===== src/rtl/core/vec4_pkg.sv =====
// Shared types, command codes and saturation helper for the vector unit.
// Used by every module in rtl/core; depends on nothing else.
`timescale 1ns / 1ps
`default_nettype none

package vec4_pkg;

    typedef enum logic [2:0] {
        CMD_ADD       = 3'd0,
        CMD_SUB       = 3'd1,
        CMD_SCALE     = 3'd2,
        CMD_DOT       = 3'd3,
        CMD_LENGTH    = 3'd4,
        CMD_NORMALIZE = 3'd5,
        CMD_LERP      = 3'd6,
        CMD_CROSS     = 3'd7
    } cmd_t;

    localparam int Q_SHIFT     = 16;
    localparam int SQRT_STAGES = 32;
    localparam int DVD_W       = 48;
    localparam int DIV_STAGES  = DVD_W;
    localparam int LEN_W       = 33;

    localparam logic [LEN_W-1:0] LEN_OVF = 33'h1_0000_0000;
    localparam logic signed [66:0] SAT_MAX = 67'sd2147483647;
    localparam logic signed [66:0] SAT_MIN = -67'sd2147483648;

    typedef struct packed {
        logic signed [31:0] value;
        logic               flag;
    } sat_t;

    function automatic sat_t sat32(input logic signed [66:0] v);
        sat_t s;
        priority if (v > SAT_MAX)
        begin
            s.value = 32'sh7fff_ffff;
            s.flag  = 1'b1;
        end
        else if (v < SAT_MIN)
        begin
            s.value = 32'sh8000_0000;
            s.flag  = 1'b1;
        end
        else
        begin
            s.value = v[31:0];
            s.flag  = 1'b0;
        end
        return s;
    endfunction

    // Payload carried alongside the square root pipeline.
    typedef struct packed {
        cmd_t             cmd;
        logic [3:0][31:0] a;
        logic [3:0][31:0] r;
        logic             rflag;
        sat_t             dot;
        logic             carry;
        logic             big;
    } d1_t;

    // Payload carried alongside the divider pipelines.
    typedef struct packed {
        cmd_t             cmd;
        logic [3:0][31:0] r;
        logic             rflag;
        logic [31:0]      scalar;
        logic             sflag;
        logic [3:0]       neg;
        logic             norm_ok;
    } d2_t;

endpackage

`default_nettype wire


===== src/rtl/core/vec4_isqrt.sv =====
// Pipelined floor square root of a 64-bit value, one result bit per stage.
// Depends on vec4_pkg.
`timescale 1ns / 1ps
`default_nettype none

module vec4_isqrt (
    input  logic        clk,
    input  logic        en,
    input  logic [63:0] radicand,
    output logic [31:0] root
);
    import vec4_pkg::*;

    logic [63:0] n_reg [SQRT_STAGES];
    logic [63:0] r_reg [SQRT_STAGES];

    genvar k;
    for (k = 0; k < SQRT_STAGES; k++)
    begin : g_stage
        localparam logic [63:0] ONE_BIT = 64'd1 << (62 - 2 * k);
        logic [63:0] n_in, r_in, trial, n_next, r_next;

        if (k == 0)
        begin : g_first
            assign n_in = radicand;
            assign r_in = '0;
        end
        else
        begin : g_rest
            assign n_in = n_reg[k-1];
            assign r_in = r_reg[k-1];
        end

        always_comb
        begin
            trial = r_in + ONE_BIT;
            if (n_in >= trial)
            begin
                n_next = n_in - trial;
                r_next = (r_in >> 1) + ONE_BIT;
            end
            else
            begin
                n_next = n_in;
                r_next = r_in >> 1;
            end
        end

        always_ff @(posedge clk)
        begin
            if (en)
            begin
                n_reg[k] <= n_next;
                r_reg[k] <= r_next;
            end
        end
    end

    assign root = r_reg[SQRT_STAGES-1][31:0];

endmodule

`default_nettype wire


===== config.mk =====
export PLATFORM = sky130hd
export DESIGN_NAME = vec4_isqrt
export DESIGN_NICKNAME = d
export VERILOG_FILES = /design/src/rtl/core/vec4_pkg.sv /design/src/rtl/core/vec4_isqrt.sv
export SDC_FILE = /design/constraint.sdc
export NUM_CORES = 2
export LEC_CHECK = 0
export ABC_AREA = 0
export ABC_CLOCK_PERIOD_IN_PS = 10000
export BUFFER_PORTS_ARGS = -buffer_cell sky130_fd_sc_hd__buf_2
export CAP_MARGIN = 20
export CORE_ASPECT_RATIO = 1.5
export CORE_MARGIN = 8
export CORE_UTILIZATION = 45
export DETAILED_ROUTE_END_ITERATION = 16
export SLEW_MARGIN = 20
export SYNTH_ARGS = -nofsm -noshare
export SYNTH_HDL_FRONTEND = slang
export SYNTH_SLANG_ARGS = --single-unit

===== constraint.sdc =====
create_clock -name clk -period 10 [get_ports clk]
set_input_delay 1 -clock clk [delete_from_list [all_inputs] [get_ports clk]]
set_output_delay 1 -clock clk [all_outputs]
set_load 0.005 [all_outputs]

## Word level (Yosys, flattened, before mapping)

Memories as Yosys holds them, arrays and structs flattened.
Cells that the tools add are included.

- Bits in registers: 0
- Bits in writable memories: 4,096
- Memories: 2

- Add/sub/neg operators: 94
- Order comparisons: 32
- Mux-type cells: 66

Memories:

| name | words | width | rd ports | clocked after Yosys merged registers in | write ports | RTL line | source |
|---|---|---|---|---|---|---|---|
| n_reg | 32 | 64 | 31 | 0 | 32 | vec4_isqrt.sv:14 | `logic [63:0] n_reg [SQRT_STAGES];` |
| r_reg | 32 | 64 | 32 | 0 | 32 | vec4_isqrt.sv:15 | `logic [63:0] r_reg [SQRT_STAGES];` |

Operators by type and width:

| cell | number |
|---|---|
| 2-to-1 mux 64 bit | 63 |
| greater-or-equal comparator 64 bit | 31 |
| subtractor 64 bit | 31 |
| adder 63 x 1 -> 64 bit (second input constant) | 1 |
| adder 63 x 11 -> 64 bit (second input constant) | 1 |
| adder 63 x 13 -> 64 bit (second input constant) | 1 |
| adder 63 x 15 -> 64 bit (second input constant) | 1 |
| adder 63 x 17 -> 64 bit (second input constant) | 1 |
| adder 63 x 19 -> 64 bit (second input constant) | 1 |
| adder 63 x 21 -> 64 bit (second input constant) | 1 |
| adder 63 x 23 -> 64 bit (second input constant) | 1 |
| adder 63 x 25 -> 64 bit (second input constant) | 1 |
| adder 63 x 27 -> 64 bit (second input constant) | 1 |
| adder 63 x 29 -> 64 bit (second input constant) | 1 |
| adder 63 x 3 -> 64 bit (second input constant) | 1 |
| adder 63 x 31 -> 64 bit (second input constant) | 1 |
| adder 63 x 33 -> 64 bit (second input constant) | 1 |
| adder 63 x 35 -> 64 bit (second input constant) | 1 |
| adder 63 x 37 -> 64 bit (second input constant) | 1 |
| adder 63 x 39 -> 64 bit (second input constant) | 1 |
| adder 63 x 41 -> 64 bit (second input constant) | 1 |
| adder 63 x 43 -> 64 bit (second input constant) | 1 |
| adder 63 x 45 -> 64 bit (second input constant) | 1 |
| adder 63 x 47 -> 64 bit (second input constant) | 1 |
| other kinds (45) | 46 |

## Logic depth before layout (Yosys ltp)

An unclocked memory read counts as a cell.

- Depth after elaboration: 4
- Mapped depth: 15

## Least setup slack after synthesis

OpenSTA, ideal clock, no wires.

- Path type: register to register
- Start: memory n_reg[16][33], in the netlist n_reg[1][33]
- End: memory n_reg[17][37], in the netlist n_reg[1][101], data pin
- Data arrival time: 3.303 ns
- Data required time: 9.746 ns
- Slack: 6.443 ns
- Stages on the path, launching flop included: 12
- Cells stage by stage: edfxtp_1 > ha_1 > a21o_1 > a2111oi_1 > nor2_1 > o41a_1 > nor2_1 > a21oi_1 > or4_1 > buf_2 > buf_1 > o21a_1

RTL lines:

| what | RTL line |
|---|---|
| start, declared | vec4_isqrt.sv:14 |

==> impl_metrics.json <==
{
  "outcome": "complete, no violations",
  "synthTopCellsByArea": "edfxtp_1, ha_1, xnor2_1",
  "cp_slowest_stage_delay_ns": 0.79,
  "power_frac_comb_pct": 22.2,
  "tns_ns": 0,
  "crit_slowest_cell": "a2111oi_2",
  "worstPathArrival_ns": 5.77,
  "crit_cells": 11,
  "maxSlewHeadroom_pct": 24.7,
  "hold_path_depth": 1,
  "via_per_inst": 5.66,
  "numCtsBuffers": 241,
  "grt_first_pass_wirelength_um": 484000,
  "power_density_nw_per_um2": 229,
  "clock-sinks": 2512,
  "min_path_type": "in -> reg",
  "worst_pin_slew_ns": 1.12,
  "drive_above_1_share_pct": 6.95,
  "cpMostUsedCell": "o21ai_0",
  "dp_cells": 12991,
  "worstPathBufferInverterCount": 0,
  "fillers": 22832,
  "worst_setup_path_start_kind": "flop",
  "start_util_pct": 45.1,
  "yosysWarnings": 0,
  "cts-root-buf": "clkbuf_16",
  "wl_per_cell_um": 24.7,
  "overflow": 0,
  "crit_required_ns": 10.60,
  "path_cells": "ha_1 > a21oi_1 > o21ai_0 > a2111oi_2 > o21ai_0 > a21oi_1 > o21ai_0 > a2111oi_2 > and3_1 > nor2b_1 > xor2_1",
  "finalMaxSlewViolations": 0,
  "swShare_pct": 30.5,
  "final_cell_mix": "edfxtp_1, inv_1, nor2_1",
  "crit_fanout": 5,
  "multiInputGateArea_um2": 41400,
  "hold_viol": 0,
  "p_clk_share_pct": 29.6,
  "skew_ns": 0.0666,
  "cts_resized": 0,
  "syn_inst": 9507,
  "yosysUniqueCellTypes": 97,
  "dr.pass1.iters": 7,
  "nets": 10349,
  "path_clk_slew_ns": 0.07,
  "rsz0062_at_grt": "no",
  "layout.cells.non_filler": 13432,
  "cp_top_family": "compound AO/OA/AOI/OAI gates",
  "cts-hold-fix-buffers": 0,
  "place_congestion": 1.26,
  "cts_buffer_depth": 4,
  "synthToLayoutAreaGrowth_pct": 10.5,
  "vias": 76043,
  "cts_setup_buffers": 0,
  "synth_nets": 10131,
  "min_period_ns": 5.17,
  "netlist.top_cell.by_area": "edfxtp_1",
  "drtIter0Drc": 4482,
  "end_kind": "flop",
  "syn-cell-area_um2": 120000,
  "drv_cap": 0,
  "antenna_found_initial": 10,
  "ioPinCount": 98,
  "core_um2": 266000,
  "dp_hpwl_um": 255000,
  "synth_edf_count": 2512,
  "rows": 232,
  "h-tree-depth": 4,
  "largest_reg_flops": 1984,
  "port_buffers": 97,
  "max_freq_mhz": 193,
  "ys_seq_elements": 2512,
  "seqPwrFrac_pct": 48.2,
  "avgSynthCellArea_um2": 12.6,
  "p_int_mw": 21.1,
  "r2r_cells": 11,
  "setup_violations": 0,
  "clk_latency_ns": 0.92,
  "p_switching_mw": 9.26,
  "synth_ff_type": "edfxtp_1",
  "die_h_um": 649,
  "ant_nets": 0,
  "ys_async_sr_fraction_pct": 0,
  "grt_pass1_vias": 80048,
  "grt_max_degree": 181,
  "worstSetupPathType": "reg -> reg",
  "die_w_um": 438,
  "wl_um": 332000,
  "drc": 0,
  "vdd_drop_max_v": 0.000170,
  "yosysSeqAreaShare_pct": 62.8,
  "timing.final.crit_share_pct": 51.7,
  "power_leakage_nw": 49.6,
  "seq_area_um2": 75400,
  "mostFrequentLayoutCell": "edfxtp_1",
  "cts_tree": "done",
  "synth_top_area_share_pct": 62.8,
  "dieArea_um2": 284000,
  "grt.total_usage_pct": 22.8
}
## synthesized netlist by cell type (all sizes together), types with 11 or more instances
| cell | number |
|---|---|
| o2111ai | 16 |
| nand4b | 27 |
| a2111oi | 16 |
| a21oi | 634 |
| nand3 | 148 |
| xnor2 | 488 |
| a21boi | 23 |
| o31ai | 33 |
| nor2b | 71 |
| and2 | 28 |
| o21ai | 403 |
| buf | 26 |
| or4 | 71 |
| nor3b | 25 |
| a211oi | 40 |
| o211ai | 42 |
| or2 | 36 |
| a211o | 17 |
| clkbuf | 160 |
| and4 | 18 |
| or3 | 89 |
| o21a | 100 |
| nand2b | 108 |
| a21o | 249 |
| inv | 688 |
| nor4 | 349 |
| nor3 | 255 |
| and3 | 46 |
| nand4 | 157 |
| o21bai | 49 |
| xor2 | 398 |
| mux2 | 96 |
| ha | 558 |
| a31oi | 50 |
| o221ai | 12 |
| a31o | 11 |
| nor2 | 671 |
| nor4b | 46 |
| nand2 | 580 |
| edfxtp | 2512 |
| nand3b | 34 |
## cell type report
| cell class | count | share of cell area [%] |
|---|---|---|
| multi-input combinational | 6120 | 31.2 |
| clock buffer | 287 | 4.72 |
| clock inverter | 146 | 1.03 |
| inverter | 689 | 1.95 |
| tap | 3510 | 3.31 |
| timing repair buffer | 161 | 0.865 |
| antenna | 7 | 0.0132 |
| sequential | 2512 | 56.9 |
## power groups by stage
stage	combinational [mW]	sequential (mW)	clock (mW)
after floorplan	4.75	14.2	0
after global placement	6.51	14.8	0
after detailed placement	6.66	14.8	0
after CTS	6.69	14.6	9.20
after global routing	7.36	14.7	9.55
final	6.76	14.6	9.00
## logic make-up after synthesis
logic type                 count (synthesis)  synth area share, %
AOI/OAI and AO/OA                       1792                 9.25
muxes                                    100                0.934
adders and majority gates                558                 5.82
and+or+nand+nor                         2784                 11.9
xor gates and xnor gates                 886                 6.46
buffers and inverters                    875                 2.75
DFF                                     2512                 62.8
## layer usage
| layer | GRT usage, % | routed length [um] | up-vias |
|---|---|---|---|
| met5 | 0 | 55 | - |
| met4 | 21.9 | 39700 | 8 |
| met3 | 3.35 | 11500 | 1116 |
| met2 | 47.1 | 190000 | 1918 |
| met1 | 16.7 | 91400 | 37017 |
| li1 | - | - | 35984 |
## stage by stage
stage	power [mW]	hold slack [ns]	worst slack (ns)	instance area [um2]	utilization (%)
after floorplan	18.9	0.417	6.44	120000	-
after global placement	21.3	0.424	4.16	125000	47.0
after detailed placement	21.5	0.429	4.93	125000	47.0
after CTS	30.5	0.222	4.86	133000	49.9
after global routing	31.7	0.238	4.52	133000	49.9
final	30.4	0.285	4.83	133000	49.9
## final timing paths
path,endpoint,slack [ns],startpoint
hold / removal,n_reg[0][40],0.28,radicand[40]
hold reg to reg,r_reg[1][471],0.43,r_reg[1][408]
setup reg to reg,n_reg[1][568],4.83,n_reg[1][465]
setup / recovery,n_reg[1][568],4.83,n_reg[1][465]
## worst reg2reg max path: stages, from the launching register on
cell       delay [ns]
edfxtp_1         0.40
ha_1             0.38
a21oi_1          0.33
o21ai_0          0.20
a2111oi_2        0.77
o21ai_0          0.46
a21oi_1          0.51
o21ai_0          0.42
a2111oi_2        0.79
and3_1           0.34
nor2b_1          0.18
xor2_1           0.08
Note: power is estimated with default switching activity, not from simulation.
